<file path="config.mk">
export PLATFORM = sky130hd
export DESIGN_NAME = text_cursor_glyph_sequencer_core_flat
export DESIGN_NICKNAME = d
export VERILOG_FILES = /design/src/sv/tcg_pkg.sv /design/src/sv/tcg_if.sv /design/src/sv/tcg_ucode_rom.sv /design/src/sv/tcg_datapath.sv /design/src/sv/text_cursor_glyph_sequencer_core.sv /design/src/flat_wrapper.sv
export SDC_FILE = /design/constraint.sdc
export NUM_CORES = 1
export LEC_CHECK = 0
export BUFFER_PORTS_ARGS = -buffer_cell sky130_fd_sc_hd__buf_2
export CAP_MARGIN = 15
export CORE_UTILIZATION = 45
export DETAILED_ROUTE_END_ITERATION = 16
export PLACE_DENSITY_LB_ADDON = 0.25
export SYNTH_ARGS = -nofsm -noshare
export SYNTH_HDL_FRONTEND = slang
export SYNTH_HIERARCHICAL = 1
export SYNTH_SLANG_ARGS = --single-unit
</file>
<file path="constraint.sdc">
create_clock -name clk -period 4.3 [get_ports clk]
set_input_delay 0 -clock clk [delete_from_list [all_inputs] [get_ports clk]]
set_output_delay 0 -clock clk [all_outputs]
set_load 0.01 [all_outputs]
</file>
<file path="src/sv/tcg_pkg.sv">
// Package for the text cursor glyph sequencer: screen constants, operation
// codes, microcode word layout, status bundle and the font index function.
// No dependencies.
`default_nettype none

package tcg_pkg;

    localparam int SCREEN_WIDTH  = 128;
    localparam int SCREEN_HEIGHT = 128;
    localparam int CELL_ADVANCE  = 6;

    localparam logic [7:0] SCREEN_W = 8'(SCREEN_WIDTH);
    localparam logic [7:0] SCREEN_H = 8'(SCREEN_HEIGHT);
    localparam logic [7:0] CELL_ADV = 8'(CELL_ADVANCE);

    localparam logic [7:0] CODE_ZERO  = 8'h30;
    localparam logic [7:0] CODE_MINUS = 8'h2d;

    localparam logic [1:0] OP_SET_CURSOR = 2'd0;
    localparam logic [1:0] OP_NUMBER     = 2'd1;
    localparam logic [1:0] OP_CHAR       = 2'd2;

    localparam int NUM_DIGITS = 10;
    localparam int BIN_BITS   = 32;

    typedef logic [3:0] tcg_act_t;
    typedef logic [3:0] tcg_cond_t;
    typedef logic [3:0] tcg_pc_t;

    localparam tcg_act_t ACT_NOP        = 4'd0;
    localparam tcg_act_t ACT_WAIT       = 4'd1;
    localparam tcg_act_t ACT_SET_CURSOR = 4'd2;
    localparam tcg_act_t ACT_EMIT_CHAR  = 4'd3;
    localparam tcg_act_t ACT_LOAD       = 4'd4;
    localparam tcg_act_t ACT_EMIT_ZERO  = 4'd5;
    localparam tcg_act_t ACT_EMIT_MINUS = 4'd6;
    localparam tcg_act_t ACT_DABBLE     = 4'd7;
    localparam tcg_act_t ACT_FIND       = 4'd8;
    localparam tcg_act_t ACT_EMIT_DIGIT = 4'd9;
    localparam tcg_act_t ACT_FLUSH      = 4'd10;

    localparam tcg_cond_t C_NEVER       = 4'd0;
    localparam tcg_cond_t C_ALWAYS      = 4'd1;
    localparam tcg_cond_t C_OP_NUM      = 4'd2;
    localparam tcg_cond_t C_NOT_CHAR_OK = 4'd3;
    localparam tcg_cond_t C_NOT_ZERO    = 4'd4;
    localparam tcg_cond_t C_NOT_NEG     = 4'd5;
    localparam tcg_cond_t C_CNT_MORE    = 4'd6;
    localparam tcg_cond_t C_DIG_ZERO    = 4'd7;
    localparam tcg_cond_t C_DIG_MORE    = 4'd8;

    typedef struct packed {
        tcg_act_t  act;
        tcg_cond_t cond;
        tcg_pc_t   target;
    } tcg_ucode_t;

    typedef struct packed {
        logic op_num;
        logic char_ok;
        logic num_zero;
        logic num_neg;
        logic cnt_more;
        logic dig_zero;
        logic dig_more;
        logic stall;
    } tcg_status_t;

    function automatic logic [7:0] font_index(input logic [7:0] code);
        logic [7:0] idx;
        if (code >= 8'h20 && code <= 8'h7f)
        begin
            idx = code - 8'd32;
        end
        else if (code >= 8'hc0)
        begin
            idx = code - 8'd96;
        end
        else
        begin
            idx = 8'd85;
        end
        return idx;
    endfunction

endpackage

`default_nettype wire

</file>
<file path="src/sv/tcg_if.sv">
// Channel interfaces for the text cursor glyph sequencer: command in, glyph out.
// Valid/ready handshake; no dependencies.
`default_nettype none

interface tcg_cmd_if;
    logic               valid;
    logic               ready;
    logic [1:0]         op;
    logic signed [31:0] number;
    logic [7:0]         char_code;
    logic [7:0]         x_position;
    logic [7:0]         y_position;

    modport source (output valid, op, number, char_code, x_position, y_position,
                    input ready);
    modport sink   (input valid, op, number, char_code, x_position, y_position,
                    output ready);
endinterface

interface tcg_glyph_if;
    logic       valid;
    logic       ready;
    logic [7:0] glyph_index;
    logic [7:0] glyph_x;
    logic [7:0] glyph_y;
    logic       last;

    modport source (output valid, glyph_index, glyph_x, glyph_y, last, input ready);
    modport sink   (input valid, glyph_index, glyph_x, glyph_y, last, output ready);
endinterface

`default_nettype wire

</file>
<file path="src/sv/tcg_ucode_rom.sv">
// Microcode program of the glyph sequencer: one control word per step.
// Depends on tcg_pkg.
`default_nettype none

module tcg_ucode_rom
    import tcg_pkg::*;
(
    input  tcg_pc_t    pc,
    output tcg_ucode_t word
);

    always_comb
    begin
        unique case (pc)
            4'd0:    word = '{ACT_WAIT,       C_NEVER,       4'd0};
            4'd1:    word = '{ACT_SET_CURSOR, C_OP_NUM,      4'd4};
            4'd2:    word = '{ACT_NOP,        C_NOT_CHAR_OK, 4'd0};
            4'd3:    word = '{ACT_EMIT_CHAR,  C_ALWAYS,      4'd11};
            4'd4:    word = '{ACT_LOAD,       C_NOT_ZERO,    4'd6};
            4'd5:    word = '{ACT_EMIT_ZERO,  C_ALWAYS,      4'd11};
            4'd6:    word = '{ACT_NOP,        C_NOT_NEG,     4'd8};
            4'd7:    word = '{ACT_EMIT_MINUS, C_NEVER,       4'd0};
            4'd8:    word = '{ACT_DABBLE,     C_CNT_MORE,    4'd8};
            4'd9:    word = '{ACT_FIND,       C_DIG_ZERO,    4'd9};
            4'd10:   word = '{ACT_EMIT_DIGIT, C_DIG_MORE,    4'd10};
            4'd11:   word = '{ACT_FLUSH,      C_ALWAYS,      4'd0};
            default: word = '{ACT_NOP,        C_ALWAYS,      4'd0};
        endcase
    end

endmodule

`default_nettype wire

</file>
<file path="src/sv/tcg_datapath.sv">
// Datapath of the glyph sequencer: command latch, cursor, binary to BCD shifter,
// digit pointer, pending glyph and output register. Depends on tcg_pkg, tcg_if.
`default_nettype none

module tcg_datapath
    import tcg_pkg::*;
(
    input  logic              clk,
    input  logic              rst_n,
    input  tcg_act_t          act,
    output tcg_status_t       status,
    tcg_cmd_if.sink           cmd,
    tcg_glyph_if.source       glyph
);

    logic [1:0]  op_reg;
    logic [31:0] num_reg;
    logic [7:0]  code_reg;
    logic [7:0]  xp_reg;
    logic [7:0]  yp_reg;
    logic [7:0]  cx_reg;
    logic [7:0]  cy_reg;
    logic [31:0] bin_reg;
    logic [39:0] bcd_reg;
    logic [4:0]  cnt_reg;
    logic [3:0]  idx_reg;

    logic        pend_valid_reg;
    logic [7:0]  pend_index_reg;
    logic [7:0]  pend_x_reg;
    logic [7:0]  pend_y_reg;

    logic        out_valid_reg;
    logic [7:0]  out_index_reg;
    logic [7:0]  out_x_reg;
    logic [7:0]  out_y_reg;
    logic        out_last_reg;

    logic        in_bounds;
    logic        x_left;
    logic [3:0]  cur_digit;
    logic        is_emit;
    logic        will_emit;
    logic [7:0]  new_code;
    logic        out_free;
    logic        stall;
    logic        fire;
    logic        push_pend;
    logic [39:0] bcd_adj;
    logic [31:0] mag;

    assign in_bounds = (cx_reg <= SCREEN_W) && (cy_reg <= SCREEN_H);
    assign x_left    = cx_reg < SCREEN_W;
    assign cur_digit = bcd_reg[{idx_reg, 2'b00} +: 4];
    assign mag       = num_reg[31] ? (~num_reg + 32'd1) : num_reg;
    assign out_free  = !out_valid_reg || glyph.ready;

    always_comb
    begin
        for (int i = 0; i < NUM_DIGITS; i++)
        begin
            bcd_adj[i*4 +: 4] = (bcd_reg[i*4 +: 4] >= 4'd5) ?
                                (bcd_reg[i*4 +: 4] + 4'd3) : bcd_reg[i*4 +: 4];
        end
    end

    always_comb
    begin
        is_emit   = 1'b0;
        will_emit = 1'b0;
        new_code  = code_reg;
        unique case (act)
            ACT_EMIT_CHAR:
            begin
                is_emit   = 1'b1;
                will_emit = in_bounds;
            end
            ACT_EMIT_ZERO:
            begin
                is_emit   = 1'b1;
                will_emit = in_bounds;
                new_code  = CODE_ZERO;
            end
            ACT_EMIT_MINUS:
            begin
                is_emit   = 1'b1;
                will_emit = in_bounds;
                new_code  = CODE_MINUS;
            end
            ACT_EMIT_DIGIT:
            begin
                is_emit   = 1'b1;
                will_emit = in_bounds && x_left;
                new_code  = CODE_ZERO + {4'd0, cur_digit};
            end
            default:
            begin
                is_emit   = 1'b0;
            end
        endcase
    end

    always_comb
    begin
        unique case (act)
            ACT_WAIT:  stall = !cmd.valid;
            ACT_FLUSH: stall = pend_valid_reg && !out_free;
            default:   stall = is_emit && will_emit && pend_valid_reg && !out_free;
        endcase
    end

    assign fire      = !stall;
    assign push_pend = fire && pend_valid_reg &&
                       ((is_emit && will_emit) || (act == ACT_FLUSH));

    assign cmd.ready = (act == ACT_WAIT);

    assign status.op_num   = (op_reg == OP_NUMBER);
    assign status.char_ok  = (op_reg == OP_CHAR) && (code_reg != 8'd0) && x_left &&
                             (cy_reg <= SCREEN_H);
    assign status.num_zero = (num_reg == 32'd0);
    assign status.num_neg  = num_reg[31];
    assign status.cnt_more = (cnt_reg != 5'(BIN_BITS - 1));
    assign status.dig_zero = (cur_digit == 4'd0);
    assign status.dig_more = x_left && (idx_reg != 4'd0);
    assign status.stall    = stall;

    // Command latch and number conversion registers
    always_ff @(posedge clk)
    begin
        if (fire)
        begin
            unique case (act)
                ACT_WAIT:
                begin
                    op_reg   <= cmd.op;
                    num_reg  <= $unsigned(cmd.number);
                    code_reg <= cmd.char_code;
                    xp_reg   <= cmd.x_position;
                    yp_reg   <= cmd.y_position;
                end
                ACT_LOAD:
                begin
                    bin_reg <= mag;
                    bcd_reg <= '0;
                    cnt_reg <= '0;
                    idx_reg <= 4'(NUM_DIGITS - 1);
                end
                ACT_DABBLE:
                begin
                    bcd_reg <= {bcd_adj[38:0], bin_reg[31]};
                    bin_reg <= {bin_reg[30:0], 1'b0};
                    cnt_reg <= cnt_reg + 5'd1;
                end
                ACT_FIND:
                begin
                    if (cur_digit == 4'd0 && idx_reg != 4'd0)
                    begin
                        idx_reg <= idx_reg - 4'd1;
                    end
                end
                ACT_EMIT_DIGIT:
                begin
                    if (x_left && idx_reg != 4'd0)
                    begin
                        idx_reg <= idx_reg - 4'd1;
                    end
                end
                default:
                begin
                end
            endcase
        end
    end

    // Cursor
    always_ff @(posedge clk or negedge rst_n)
    begin
        if (!rst_n)
        begin
            cx_reg <= '0;
            cy_reg <= '0;
        end
        else if (fire)
        begin
            unique case (act)
                ACT_SET_CURSOR:
                begin
                    if (op_reg == OP_SET_CURSOR && xp_reg <= SCREEN_W &&
                        yp_reg <= SCREEN_H)
                    begin
                        cx_reg <= xp_reg;
                        cy_reg <= yp_reg;
                    end
                end
                ACT_EMIT_CHAR, ACT_EMIT_ZERO, ACT_EMIT_MINUS:
                begin
                    cx_reg <= cx_reg + CELL_ADV;
                end
                ACT_EMIT_DIGIT:
                begin
                    if (x_left)
                    begin
                        cx_reg <= cx_reg + CELL_ADV;
                    end
                end
                default:
                begin
                end
            endcase
        end
    end

    // Pending glyph: hold the newest glyph until the next one or the flush marks last
    always_ff @(posedge clk or negedge rst_n)
    begin
        if (!rst_n)
        begin
            pend_valid_reg <= 1'b0;
        end
        else if (fire)
        begin
            if (is_emit && will_emit)
            begin
                pend_valid_reg <= 1'b1;
            end
            else if (act == ACT_FLUSH)
            begin
                pend_valid_reg <= 1'b0;
            end
        end
    end

    always_ff @(posedge clk)
    begin
        if (fire && is_emit && will_emit)
        begin
            pend_index_reg <= font_index(new_code);
            pend_x_reg     <= cx_reg;
            pend_y_reg     <= cy_reg;
        end
    end

    // Output register
    always_ff @(posedge clk or negedge rst_n)
    begin
        if (!rst_n)
        begin
            out_valid_reg <= 1'b0;
        end
        else if (push_pend)
        begin
            out_valid_reg <= 1'b1;
        end
        else if (glyph.ready)
        begin
            out_valid_reg <= 1'b0;
        end
    end

    always_ff @(posedge clk)
    begin
        if (push_pend)
        begin
            out_index_reg <= pend_index_reg;
            out_x_reg     <= pend_x_reg;
            out_y_reg     <= pend_y_reg;
            out_last_reg  <= (act == ACT_FLUSH);
        end
    end

    assign glyph.valid       = out_valid_reg;
    assign glyph.glyph_index = out_index_reg;
    assign glyph.glyph_x     = out_x_reg;
    assign glyph.glyph_y     = out_y_reg;
    assign glyph.last        = out_last_reg;

endmodule

`default_nettype wire

</file>
<file path="src/sv/text_cursor_glyph_sequencer_core.sv">
// Top level of the text cursor glyph sequencer: step counter, jump logic,
// microcode ROM and datapath. Depends on tcg_pkg, tcg_if, tcg_ucode_rom, tcg_datapath.
//
//   channel | dir | payload                                          | transfer
//   cmd     | in  | op, number, char_code, x_position, y_position    | valid & ready
//   glyph   | out | glyph_index, glyph_x, glyph_y, last              | valid & ready
//
// One command at a time. A number other than zero takes 32 BCD shift steps, one scan
// step per leading zero digit plus one and one step per digit, fewer at the right edge.
// Glyphs leave through one output register; a glyph is held in the pending register
// until the next glyph or the flush so that last can be set, and the program stalls in
// place while a held glyph must move into the output register and it is full.
// Reset clears the cursor to column 0, row 0 and the program to its wait step.
`default_nettype none

module text_cursor_glyph_sequencer_core
    import tcg_pkg::*;
(
    input  logic         clk,
    input  logic         rst_n,
    tcg_cmd_if.sink      cmd,
    tcg_glyph_if.source  glyph
);

    tcg_pc_t     pc_reg;
    tcg_pc_t     pc_next;
    tcg_ucode_t  word;
    tcg_status_t status;
    logic        take_jump;

    tcg_ucode_rom u_rom (
        .pc   (pc_reg),
        .word (word)
    );

    tcg_datapath u_datapath (
        .clk    (clk),
        .rst_n  (rst_n),
        .act    (word.act),
        .status (status),
        .cmd    (cmd),
        .glyph  (glyph)
    );

    always_comb
    begin
        unique case (word.cond)
            C_NEVER:       take_jump = 1'b0;
            C_ALWAYS:      take_jump = 1'b1;
            C_OP_NUM:      take_jump = status.op_num;
            C_NOT_CHAR_OK: take_jump = !status.char_ok;
            C_NOT_ZERO:    take_jump = !status.num_zero;
            C_NOT_NEG:     take_jump = !status.num_neg;
            C_CNT_MORE:    take_jump = status.cnt_more;
            C_DIG_ZERO:    take_jump = status.dig_zero;
            C_DIG_MORE:    take_jump = status.dig_more;
            default:       take_jump = 1'b1;
        endcase
    end

    always_comb
    begin
        if (status.stall)
        begin
            pc_next = pc_reg;
        end
        else if (take_jump)
        begin
            pc_next = word.target;
        end
        else
        begin
            pc_next = pc_reg + 4'd1;
        end
    end

    always_ff @(posedge clk or negedge rst_n)
    begin
        if (!rst_n)
        begin
            pc_reg <= '0;
        end
        else
        begin
            pc_reg <= pc_next;
        end
    end

endmodule

`default_nettype wire
</file>
<file path="src/flat_wrapper.sv">
// flat-port wrapper written by rule: the top's interface ports become plain ports
module text_cursor_glyph_sequencer_core_flat import tcg_pkg::*;
  (clk, rst_n, cmd_valid, cmd_op, cmd_number, cmd_char_code, cmd_x_position, cmd_y_position, cmd_ready, glyph_valid, glyph_glyph_index, glyph_glyph_x, glyph_glyph_y, glyph_last, glyph_ready);
  tcg_cmd_if cmd_i ();
  tcg_glyph_if glyph_i ();
  input  logic clk;
  input  logic rst_n;
  input wire logic [$bits(cmd_i.valid)-1:0] cmd_valid;
  input wire logic [$bits(cmd_i.op)-1:0] cmd_op;
  input wire logic [$bits(cmd_i.number)-1:0] cmd_number;
  input wire logic [$bits(cmd_i.char_code)-1:0] cmd_char_code;
  input wire logic [$bits(cmd_i.x_position)-1:0] cmd_x_position;
  input wire logic [$bits(cmd_i.y_position)-1:0] cmd_y_position;
  output wire logic [$bits(cmd_i.ready)-1:0] cmd_ready;
  output wire logic [$bits(glyph_i.valid)-1:0] glyph_valid;
  output wire logic [$bits(glyph_i.glyph_index)-1:0] glyph_glyph_index;
  output wire logic [$bits(glyph_i.glyph_x)-1:0] glyph_glyph_x;
  output wire logic [$bits(glyph_i.glyph_y)-1:0] glyph_glyph_y;
  output wire logic [$bits(glyph_i.last)-1:0] glyph_last;
  input wire logic [$bits(glyph_i.ready)-1:0] glyph_ready;
  assign cmd_i.valid = cmd_valid;
  assign cmd_i.op = cmd_op;
  assign cmd_i.number = cmd_number;
  assign cmd_i.char_code = cmd_char_code;
  assign cmd_i.x_position = cmd_x_position;
  assign cmd_i.y_position = cmd_y_position;
  assign cmd_ready = cmd_i.ready;
  assign glyph_valid = glyph_i.valid;
  assign glyph_glyph_index = glyph_i.glyph_index;
  assign glyph_glyph_x = glyph_i.glyph_x;
  assign glyph_glyph_y = glyph_i.glyph_y;
  assign glyph_last = glyph_i.last;
  assign glyph_i.ready = glyph_ready;
  text_cursor_glyph_sequencer_core u_core (.clk(clk), .rst_n(rst_n), .cmd(cmd_i), .glyph(glyph_i));
endmodule
</file>
==> results of run 1 <==
==> per-layer routing <==
layer	up-vias	track usage	part of all wire
met5	-	0	0
met4	0	0.0514	0.025
met3	35	0.0290	0.038
met2	144	0.304	0.48
met1	3391	0.232	0.46
li1	3592	-	-
==> cells by family (layout without fill, tap and decap cells) <==
family / Yosys count / in the layout / share of synthesized area
mux: 35 / 35 / 0.0417
fa+ha+maj: 36 / 36 / 0.0426
xor+xnor: 55 / 55 / 0.0456
simple gates: 287 / 287 / 0.136
compound gates: 188 / 188 / 0.116
flops: 210 / 210 / 0.586
buf+inv: 80 / 255 / 0.0319
==> layout make-up <==
type	instances	area [µm²]	share of cell area
Clock buffer	37	733	0.0574
Clock inverter	7	38.8	0.00303
Inverter	46	173	0.0135
Multi-Input combinational cell	601	4040	0.316
Sequential cell	210	6200	0.485
Tap cell	313	392	0.0306
Timing Repair Buffer	165	1210	0.0945
==> layout by cell type (no fill, tap or decap), types with 11 or more instances in the layout <==
| cell type | n |
|---|---|
| xnor2_1 | 14 |
| nor3_1 | 26 |
| inv_1 | 45 |
| mux2_2 | 15 |
| o21ai_1 | 12 |
| nor2b_1 | 11 |
| dlygate4sd3_1 | 61 |
| edfxtp_1 | 188 |
| a21oi_1 | 43 |
| dfrtp_1 | 22 |
| o21ai_0 | 62 |
| nand2b_1 | 19 |
| ha_1 | 36 |
| xor2_1 | 41 |
| nor2_1 | 66 |
| buf_4 | 13 |
| nor4_1 | 12 |
| nand3_1 | 11 |
| clkbuf_16 | 27 |
| nand2_1 | 87 |
| buf_2 | 88 |
==> power breakdown <==
group | switching [mW] | leakage [nW] | internal [mW]
Clock | 0.787 | 0.376 | 1.17
Sequential | 0.599 | 2.01 | 3.49
Combinational | 2.29 | 2.40 | 1.56
==> worst max-delay path: cells and delay by family, from the launching register on <==
kind	cells	cell delay (ns)
AOI/OAI and AO/OA	4	1.35
and+or+nand+nor	6	1.03
DFF	1	0.49
buffers and inverters	3	0.48
adders and majority gates	1	0.21
==> through the flow <==
step                total power, mW  utilization  cells  hold WS, ns
detailed placement             7.90        0.499   1274       0.0144
floorplan                      6.82            -    891       -0.296
CTS                            9.95        0.560   1379     0.000823
global route                   10.6        0.560   1379       0.0498
finish                         9.90        0.560   1379     -0.00287
global placement               7.82        0.499   1274       0.0161
==> path summary, 6_finish.rpt <==
path                                                           end  slack [ns]  cells past startpoint
worst max-delay path                              u_core/pc_reg[3]        0.61                     14
worst max register to register                    u_core/pc_reg[3]        0.61                     14
min in group clk                       u_core/u_datapath/op_reg[1]        0.11                      2
worst min register to register  u_core/u_datapath/glyph.glyph_y[3]        0.42                      0
worst min-delay path                   u_core/u_datapath/cx_reg[0]      -0.003                      2
max in group asynchronous              u_core/u_datapath/cy_reg[6]        3.92                      2
==> what timing repair did <==
item                      CTS  global route
hold endpoints to repair   81             0
setup buffers               0             0
hold buffers               61             0
==> flow_metrics.py, run 1 <==
metrics = {
    "yosys": {
        "synth_area_leaders": "edfxtp_1 53%, dfrtp_1 5.2%, ha_1 4.3%",
        "avgSynthCellArea_um2": 11.9,
        "synth_cell_types": 76,
        "async_reset_ff_frac": 0.105,
        "ys_seq_elements": 210,
        "synth_top_area_cell": "edfxtp_1",
        "synth_common_cells": "188 x edfxtp_1, 87 x nand2_1, 68 x nor2_1",
        "ys_seq_area_frac": 0.586,
        "syn-num-nets": 989,
        "yosysMostFrequentCell": "edfxtp_1",
        "synth_top_area_frac": 0.534,
        "netlist_area_um2": 10600,
        "synth_edf_count": 188,
        "netlist_instances": 891,
        "yosys_most_used_dff": "edfxtp_1",
        "yosysWarningCount": 6,
    },
    "grt": {
        "overflow": 0,
        "grt_pass1_vias": 7019,
        "grt_start_max_net_pins": 78,
        "antenna_found_initial": 0,
        "grt_pass1_wl_um": 34500,
        "grtUsageTotal": 0.177,
    },
    "critical_path": {
        "end_kind": "flip-flop",
        "crit_slowest_cell": "dfrtp_1",
        "start_kind": "flip-flop",
        "path_class": "reg -> reg",
        "r2r_start": "u_core/pc_reg[0]",
        "required_ns": 4.69,
        "crit_fanout": 9,
        "cp-startpoint": "u_core/pc_reg[0]",
        "worst_ep_arrival_time_ns": 4.08,
        "max_stage_delay_ns": 0.49,
        "crit_chain": "inv_1 -> ha_1 -> nand2_1 -> o22ai_1 -> nor2_1 -> nand2_1 -> inv_1 -> nor3b_1 -> a21boi_0 -> nand2_1 -> o21ai_0 -> inv_1 -> o311ai_1 -> nand4b_1",
    },
    "drt": {
        "num_vias": 7162,
        "drcViolationCount": 0,
        "wirelength_um": 20900,
        "drtPass1Iterations": 5,
        "wl_per_cell_um": 15.1,
        "antenna_left": 0,
        "drtIter0Drc": 393,
        "via_per_inst": 5.19,
    },
    "sta": {
        "final.setup.tns_ns": 0,
        "finalClockSkew_ns": 0.0236,
        "worst_slack_ns": 0.610,
        "fmax_mhz": 271,
        "drv_slew": 0,
        "fin_crit_sh": 0.858,
        "worst_pin_slew_ns": 1.07,
        "rsz0062_at_grt": "no",
        "relSlewSlack": 0.277,
        "hold_ws_ns": -0.00287,
        "fin_crit_ns": 3.69,
        "hold_viol_final": 2,
        "setup_viol": 0,
    },
    "power": {
        "power.leakage_nw": 4.78,
        "vdd_drop_max_mv": 0.392,
        "power_density_nw_per_um2": 775,
    },
    "finish": {
        "stdcell_area_um2": 12800,
        "largest_reg_flops": 40,
        "fillers": 1950,
        "areaGrowthSynthToFinish_pct": 21.0,
        "final_layout_size_suffix_gt1_frac": 0.174,
        "n_antenna_cell": 0,
        "final_nets": 1146,
    },
    "clocking": {
        "cts.sink_count": 210,
        "clk_latency_ns": 0.52,
        "cts_tree": "built",
        "path_clk_slew_ns": 0.06,
        "clk_path_buf_depth": 3,
        "htreeDepth": 1,
        "ctsResizeCount": 0,
        "cts_root_buf": "clkbuf_16",
        "cts_buffers": 24,
    },
    "floorplanning": {
        "die_h_um": 155,
        "fp.coreArea_um2": 22800,
        "die_w_um": 155,
        "num_rows": 55,
        "start_util": 0.462,
        "die-area_um2": 24100,
        "io_pins": 89,
    },
    "job": {
        "drv_cap": 0,
    },
    "run_status": {
        "violations": "negative hold slack",
        "status": "finished with violations",
    },
    "placement": {
        "gp_congestion": 0.875,
        "dp_hpwl_um": 13400,
        "port_buffers": 88,
        "place_area_um2": 11400,
        "dp_slack_ns": 0.659,
    },
    "min_path": {
        "min_path_type": "in -> async",
    },
}
Note: power is estimated with default switching activity, not from simulation.
==> inputs of run 2 (changes only) <==
--- a/config.mk
+++ b/config.mk
@@ -7,6 +7,8 @@
 export LEC_CHECK = 0
 export BUFFER_PORTS_ARGS = -buffer_cell sky130_fd_sc_hd__buf_2
 export CAP_MARGIN = 15
+export CELL_PAD_IN_SITES_DETAIL_PLACEMENT = 1
+export CELL_PAD_IN_SITES_GLOBAL_PLACEMENT = 1
 export CORE_UTILIZATION = 45
 export DETAILED_ROUTE_END_ITERATION = 16
 export PLACE_DENSITY_LB_ADDON = 0.25
==> run 2 against run 1 <==
Net effect: the flow now finishes without violations; sequential power grew 1%; first-iteration DRC count grew 29%; clock-buffer cell count shrank 4; die area is the same; global-route usage grew 3.3 points; sequential cell count is the same; critical path depth shrank 2; fmax shrank 2.3%; clock power grew 12%; largest cell class unchanged; highest routed layer unchanged.
==> flow_metrics.py, run 2 (synthesized netlist as in run 1, its figures left out) <==
metrics = {
    "run_status": {
        "status": "complete, no violations",
    },
    "clocking": {
        "cts_setup_buffers": 0,
        "cts_buffers": 25,
        "cts_tree": "built",
        "clk_latency_ns": 0.53,
        "cts_root_buf": "clkbuf_16",
        "clk_path_buf_depth": 3,
        "path_clk_slew_ns": 0.06,
        "ctsResizeCount": 0,
        "cts.sink_count": 210,
        "htreeDepth": 1,
    },
    "drt": {
        "drtPass1Iterations": 5,
        "wl_per_cell_um": 17.9,
        "drcViolationCount": 0,
        "wirelength_um": 24800,
        "num_vias": 7380,
        "drtIter0Drc": 506,
        "antenna_left": 0,
        "via_per_inst": 5.33,
    },
    "min_path": {
        "min_path_type": "in -> reg",
    },
    "critical_path": {
        "max_stage_delay_ns": 0.51,
        "worst_ep_arrival_time_ns": 4.04,
        "critPathTopFamily": "compound AO/OA/AOI/OAI gates",
        "required_ns": 4.57,
        "path_class": "reg -> reg",
        "end_kind": "flip-flop",
        "crit_fanout": 9,
        "crit_slowest_cell": "dfrtp_1",
        "path_buf_inv": 1,
        "crit_chain": "inv_1 -> ha_1 -> mux2_1 -> o21ai_1 -> nor2b_1 -> a22oi_1 -> nand2_1 -> ha_1 -> and3_1 -> nor2b_1 -> a31oi_1 -> nor2_1",
        "start_kind": "flip-flop",
    },
    "grt": {
        "antenna_found_initial": 1,
        "grt_start_max_net_pins": 64,
        "grt_pass1_wl_um": 40400,
        "overflow": 0,
        "grt_pass1_vias": 7818,
        "grtUsageTotal": 0.210,
    },
    "sta": {
        "fin_crit_sh": 0.878,
        "worst_pin_slew_ns": 1.11,
        "rsz0062_at_grt": "no",
        "final.setup.tns_ns": 0,
        "worst_slack_ns": 0.524,
        "relSlewSlack": 0.261,
        "finalClockSkew_ns": 0.00616,
        "setup_viol": 0,
        "drv_slew": 0,
        "fin_crit_ns": 3.78,
        "hold_viol_final": 0,
        "fmax_mhz": 265,
    },
    "placement": {
        "port_buffers": 88,
        "gp_congestion": 0.840,
        "place_area_um2": 11400,
        "placed_cells": 1274,
        "dp_slack_ns": 0.546,
        "dp_hpwl_um": 16300,
    },
    "finish": {
        "final_layout_size_suffix_gt1_frac": 0.178,
        "layout_common_cells": "188 x edfxtp_1, 88 x buf_2, 87 x nand2_1, 66 x nor2_1, 63 x dlygate4sd3_1",
        "final_nets": 1150,
        "largest_reg_flops": 40,
        "post-route-util": 0.565,
        "final_cell_count_no_fill": 1385,
        "areaGrowthSynthToFinish_pct": 22.2,
        "stdcell_area_um2": 12900,
        "final_common_cell": "edfxtp_1",
    },
    "floorplanning": {
        "num_rows": 55,
        "io_pins": 89,
        "die-area_um2": 24100,
        "fp.coreArea_um2": 22800,
        "die_w_um": 155,
        "die_h_um": 155,
        "start_util": 0.462,
    },
    "power": {
        "power.leakage_nw": 4.83,
        "vdd_drop_max_mv": 0.445,
        "power_density_nw_per_um2": 801,
    },
    "job": {
        "drv_cap": 0,
    },
}
-- run 2: cell count changes in the layout (fill, tap and decap cells not counted), sizes merged --
| cell | previous run | this run |
|---|---|---|
| bufinv | 0 | 4 |
| clkbuf | 37 | 34 |
| clkinv | 7 | 6 |
| clkinvlp | 1 | 3 |
| diode | 0 | 1 |
| dlygate4sd3 | 61 | 63 |
| inv | 45 | 46 |
-- run 2: worst register-to-register path, delay by kind of cell (launching register included) --
kind	cells	cell delay, ns
flops	1	0.51
simple gates	5	0.77
compound gates	3	1.16
buf+inv	1	0.17
mux	1	0.30
fa+ha+maj	2	0.61
-- run 2: cell type report --
| cell class | count | area [µm²] |
|---|---|---|
| fill | 2432 | 9930 |
| tap | 313 | 392 |
| clock buffer | 33 | 676 |
| antenna | 1 | 2.50 |
| clock inverter | 13 | 196 |
| inverter | 46 | 173 |
| sequential | 210 | 6200 |
| multi-input combinational | 601 | 4040 |
| timing repair buffer | 168 | 1240 |
-- run 2: what timing repair did --
item,4_1_cts,5_1_grt
endpoints found under the setup margin,0,0
endpoints found under the hold margin,81,0
hold buffers,63,0
-- run 2: worst paths after layout --
| check | from | endpoint | slack (ns) | depth (start not counted) |
|---|---|---|---|---|
| hold reg to reg | u_core/u_datapath/pend_x_reg[5] | u_core/u_datapath/glyph.glyph_x[5] | 0.42 | 0 |
| hold / removal | cmd_valid | u_core/u_datapath/code_reg[2] | 0.07 | 2 |
| max in group asynchronous | rst_n | u_core/pc_reg[3] | 2.40 | 4 |
| min in group asynchronous | rst_n | u_core/u_datapath/cy_reg[0] | 0.46 | 3 |
| setup reg to reg | u_core/pc_reg[0] | u_core/u_datapath/pend_index_reg[3] | 0.52 | 12 |
| setup / recovery | u_core/pc_reg[0] | u_core/u_datapath/pend_index_reg[3] | 0.52 | 12 |
-- run 2: per-stage QoR --
| step | total power [mW] | hold WS (ns) |
|---|---|---|
| floorplan | 6.82 | -0.296 |
| global placement | 7.87 | 0.0214 |
| detailed placement | 8.08 | 0.0238 |
| CTS | 10.4 | 0.0434 |
| global route | 11.0 | 0.0562 |
| finish | 10.3 | 0.0651 |
-- run 2: report_power, final --
| group | leakage, nW | internal, mW | total [mW] | switching [mW] |
|---|---|---|---|---|
| Sequential | 2.01 | 3.49 | 4.14 | 0.651 |
| Combinational | 2.41 | 1.58 | 4.00 | 2.42 |
| Clock | 0.412 | 1.36 | 2.20 | 0.846 |
| Total | 4.83 | 6.43 | 10.3 | 3.92 |
-- run 2: layer usage --
layer	vias up	routed length (µm)	track usage
li1	3593	-	-
met1	3639	11000	0.270
met2	112	12600	0.373
met3	36	782	0.0290
met4	0	495	0.0528
met5	-	0	0
==> inputs of run 3 (changes only) <==
--- a/config.mk
+++ b/config.mk
@@ -9,6 +9,7 @@
 export CAP_MARGIN = 15
 export CELL_PAD_IN_SITES_DETAIL_PLACEMENT = 1
 export CELL_PAD_IN_SITES_GLOBAL_PLACEMENT = 1
+export CORE_ASPECT_RATIO = 0.7
 export CORE_UTILIZATION = 45
 export DETAILED_ROUTE_END_ITERATION = 16
 export PLACE_DENSITY_LB_ADDON = 0.25
==> constraint.sdc (replaced) <==
create_clock -name clk -period 3.7 [get_ports clk]
set_input_delay 0 -clock clk [delete_from_list [all_inputs] [get_ports clk]]
set_output_delay 0 -clock clk [all_outputs]
set_load 0.01 [all_outputs]
==> run 3 against run 2 <==
Net effect: worst hold slack lost 0.010 ns; setup slack worse by 0.30 ns; final area down 0.42%; non-clock buffer count grew 5; clock-buffer cell count shrank 4; clock power grew 3%; critical path type unchanged; highest routed layer unchanged; register-to-register slack got worse by 0.30 ns; critical endpoint is now u_core/pc_reg[1]; via count up 1.1%.
==> flow_metrics.py, run 3 (synthesized netlist as in run 1, its figures left out) <==
metrics = {
    "critical_path": {
        "start_kind": "flip-flop",
        "max_stage_delay_ns": 0.47,
        "r2r_start": "u_core/pc_reg[1]",
        "crit_fanout": 19,
        "crit_chain": "inv_1 -> ha_1 -> mux2_1 -> o21ai_1 -> buf_4 -> nor2b_2 -> nand2_1 -> inv_1 -> nor3b_2 -> a21boi_1 -> nand2_1 -> o21ai_1 -> buf_4 -> a41oi_1 -> a2bb2oi_1",
        "crit_slowest_cell": "dfrtp_2",
        "worst_ep_arrival_time_ns": 3.91,
        "required_ns": 4.13,
        "path_class": "reg -> reg",
        "crit_path_end": "u_core/pc_reg[1]",
        "cp-startpoint": "u_core/pc_reg[1]",
        "end_kind": "flip-flop",
        "r2r_slack_ns": 0.22,
        "timing.rr.end": "u_core/pc_reg[1]",
        "reg2reg_depth": 15,
    },
    "clocking": {
        "cts_setup_buffers": 0,
        "path_clk_slew_ns": 0.07,
        "cts.sink_count": 210,
        "cts_buffers": 22,
        "cts_root_buf": "clkbuf_16",
        "clk_latency_ns": 0.54,
        "clk_path_buf_depth": 3,
        "cts_tree": "built",
        "htreeDepth": 1,
    },
    "power": {
        "netSwitchingPower_mw": 4.62,
        "pwr-share-comb": 0.407,
        "clkPwrFrac": 0.191,
        "power_density_nw_per_um2": 924,
        "swShare": 0.389,
        "p_int_mw": 7.26,
        "power.leakage_nw": 4.81,
        "seq_power_share": 0.403,
        "vdd_drop_max_mv": 0.483,
    },
    "placement": {
        "place_area_um2": 11400,
        "port_buffers": 88,
        "dp_hpwl_um": 16500,
        "gp_congestion": 0.817,
    },
    "run_status": {
        "status": "complete, no violations",
    },
    "sta": {
        "finalClockSkew_ns": 0.0253,
        "drv_slew": 0,
        "fin_crit_sh": 0.941,
        "hold_viol_final": 0,
        "setup_viol": 0,
        "fmax_mhz": 287,
        "relSlewSlack": 0.429,
        "hold_ws_ns": 0.0548,
        "worst_pin_slew_ns": 0.849,
        "fin_crit_ns": 3.48,
    },
    "floorplanning": {
        "die_h_um": 130,
        "io_pins": 89,
        "num_rows": 46,
        "fp.coreArea_um2": 22800,
        "die-area_um2": 24100,
        "start_util": 0.462,
        "die_w_um": 185,
    },
    "finish": {
        "n_antenna_cell": 0,
        "final_layout_size_suffix_gt1_frac": 0.184,
        "fillers": 2355,
        "areaGrowthSynthToFinish_pct": 21.7,
        "stdcell_area_um2": 12900,
        "largest_reg_flops": 40,
        "multi_input_area_um2": 4060,
        "regArea_um2": 6200,
        "final_nets": 1152,
        "final_common_cell": "edfxtp_1",
        "layout_common_cells": "188 x edfxtp_1, 88 x buf_2, 87 x nand2_1, 66 x nor2_1, 63 x dlygate4sd3_1",
    },
    "min_path": {
        "min_path_type": "in -> reg",
    },
    "drt": {
        "antenna_left": 0,
        "wirelength_um": 25500,
        "wl_per_cell_um": 18.4,
        "drtIter0Drc": 409,
        "via_per_inst": 5.40,
        "num_vias": 7460,
        "drtPass1Iterations": 5,
        "drcViolationCount": 0,
    },
    "job": {
        "drv_cap": 0,
    },
    "grt": {
        "grt_pass1_wl_um": 40000,
        "grtUsageTotal": 0.213,
        "antenna_found_initial": 0,
        "grt_start_max_net_pins": 78,
        "overflow": 0,
        "grt_pass1_vias": 7364,
    },
}
run 3: layer usage:
metal,part of all wire,up-vias,GRT usage
li1,-,3589,-
met1,0.50,3692,0.324
met2,0.44,144,0.319
met3,0.040,35,0.0332
met4,0.019,0,0.0520
met5,0,-,0
run 3: through the flow:
| step | utilization | cells | setup slack (ns) | TNS, ns | total power, mW |
|---|---|---|---|---|---|
| CTS | 0.561 | 1381 | 0.0503 | 0 | 11.9 |
| floorplan | - | 891 | 0.0643 | 0 | 7.91 |
| global placement | 0.501 | 1278 | 0.357 | 0 | 9.28 |
| detailed placement | 0.501 | 1278 | 0.161 | 0 | 9.48 |
| global route | 0.563 | 1382 | -0.00862 | -0.00862 | 12.6 |
| finish | 0.563 | 1382 | 0.220 | 0 | 11.9 |
run 3: power by group through the flow:
stage          Combinational [mW]  Clock, mW  Sequential, mW
3_3_place_gp                 4.52          0            4.76
3_5_place_dp                 4.67          0            4.81
4_1_cts                      4.81       2.32            4.78
2_1_floorplan                3.28          0            4.63
6_report                     4.83       2.26            4.78
5_1_grt                      5.33       2.40            4.91
run 3: worst max-delay path: cells and delay by family (launching register included):
| kind | cells | cell delay (ns) |
|---|---|---|
| compound gates | 5 | 0.94 |
| fa+ha+maj | 1 | 0.35 |
| buf+inv | 4 | 0.67 |
| flops | 1 | 0.47 |
| mux | 1 | 0.31 |
| simple gates | 4 | 0.62 |
run 3: what timing repair did:
action,4_1_cts,5_1_grt
gates resized for setup,0,6
setup endpoints to repair,0,13
endpoints found under the hold margin,81,0
hold buffers,63,0
run 3: layout make-up:
type | count | share of cell area
sequential | 210 | 0.482
multi-input combinational | 601 | 0.316
clock buffer | 29 | 0.0472
timing repair buffer | 173 | 0.101
tap | 312 | 0.0304
inverter | 46 | 0.0134
clock inverter | 11 | 0.0109
run 3: worst min-delay path by stage:
stage	startpoint	end	slack, ns	depth (start not counted)
after floorplan	rst_n	u_core/pc_reg[0]	-0.30	0
after global placement	rst_n	u_core/u_datapath/cx_reg[2]	0.02	1
after detailed placement	rst_n	u_core/u_datapath/cx_reg[2]	0.01	1
after CTS	cmd_valid	u_core/u_datapath/code_reg[3]	0.04	2
after global routing	cmd_valid	u_core/u_datapath/code_reg[3]	0.06	2
final	cmd_valid	u_core/u_datapath/code_reg[3]	0.05	2
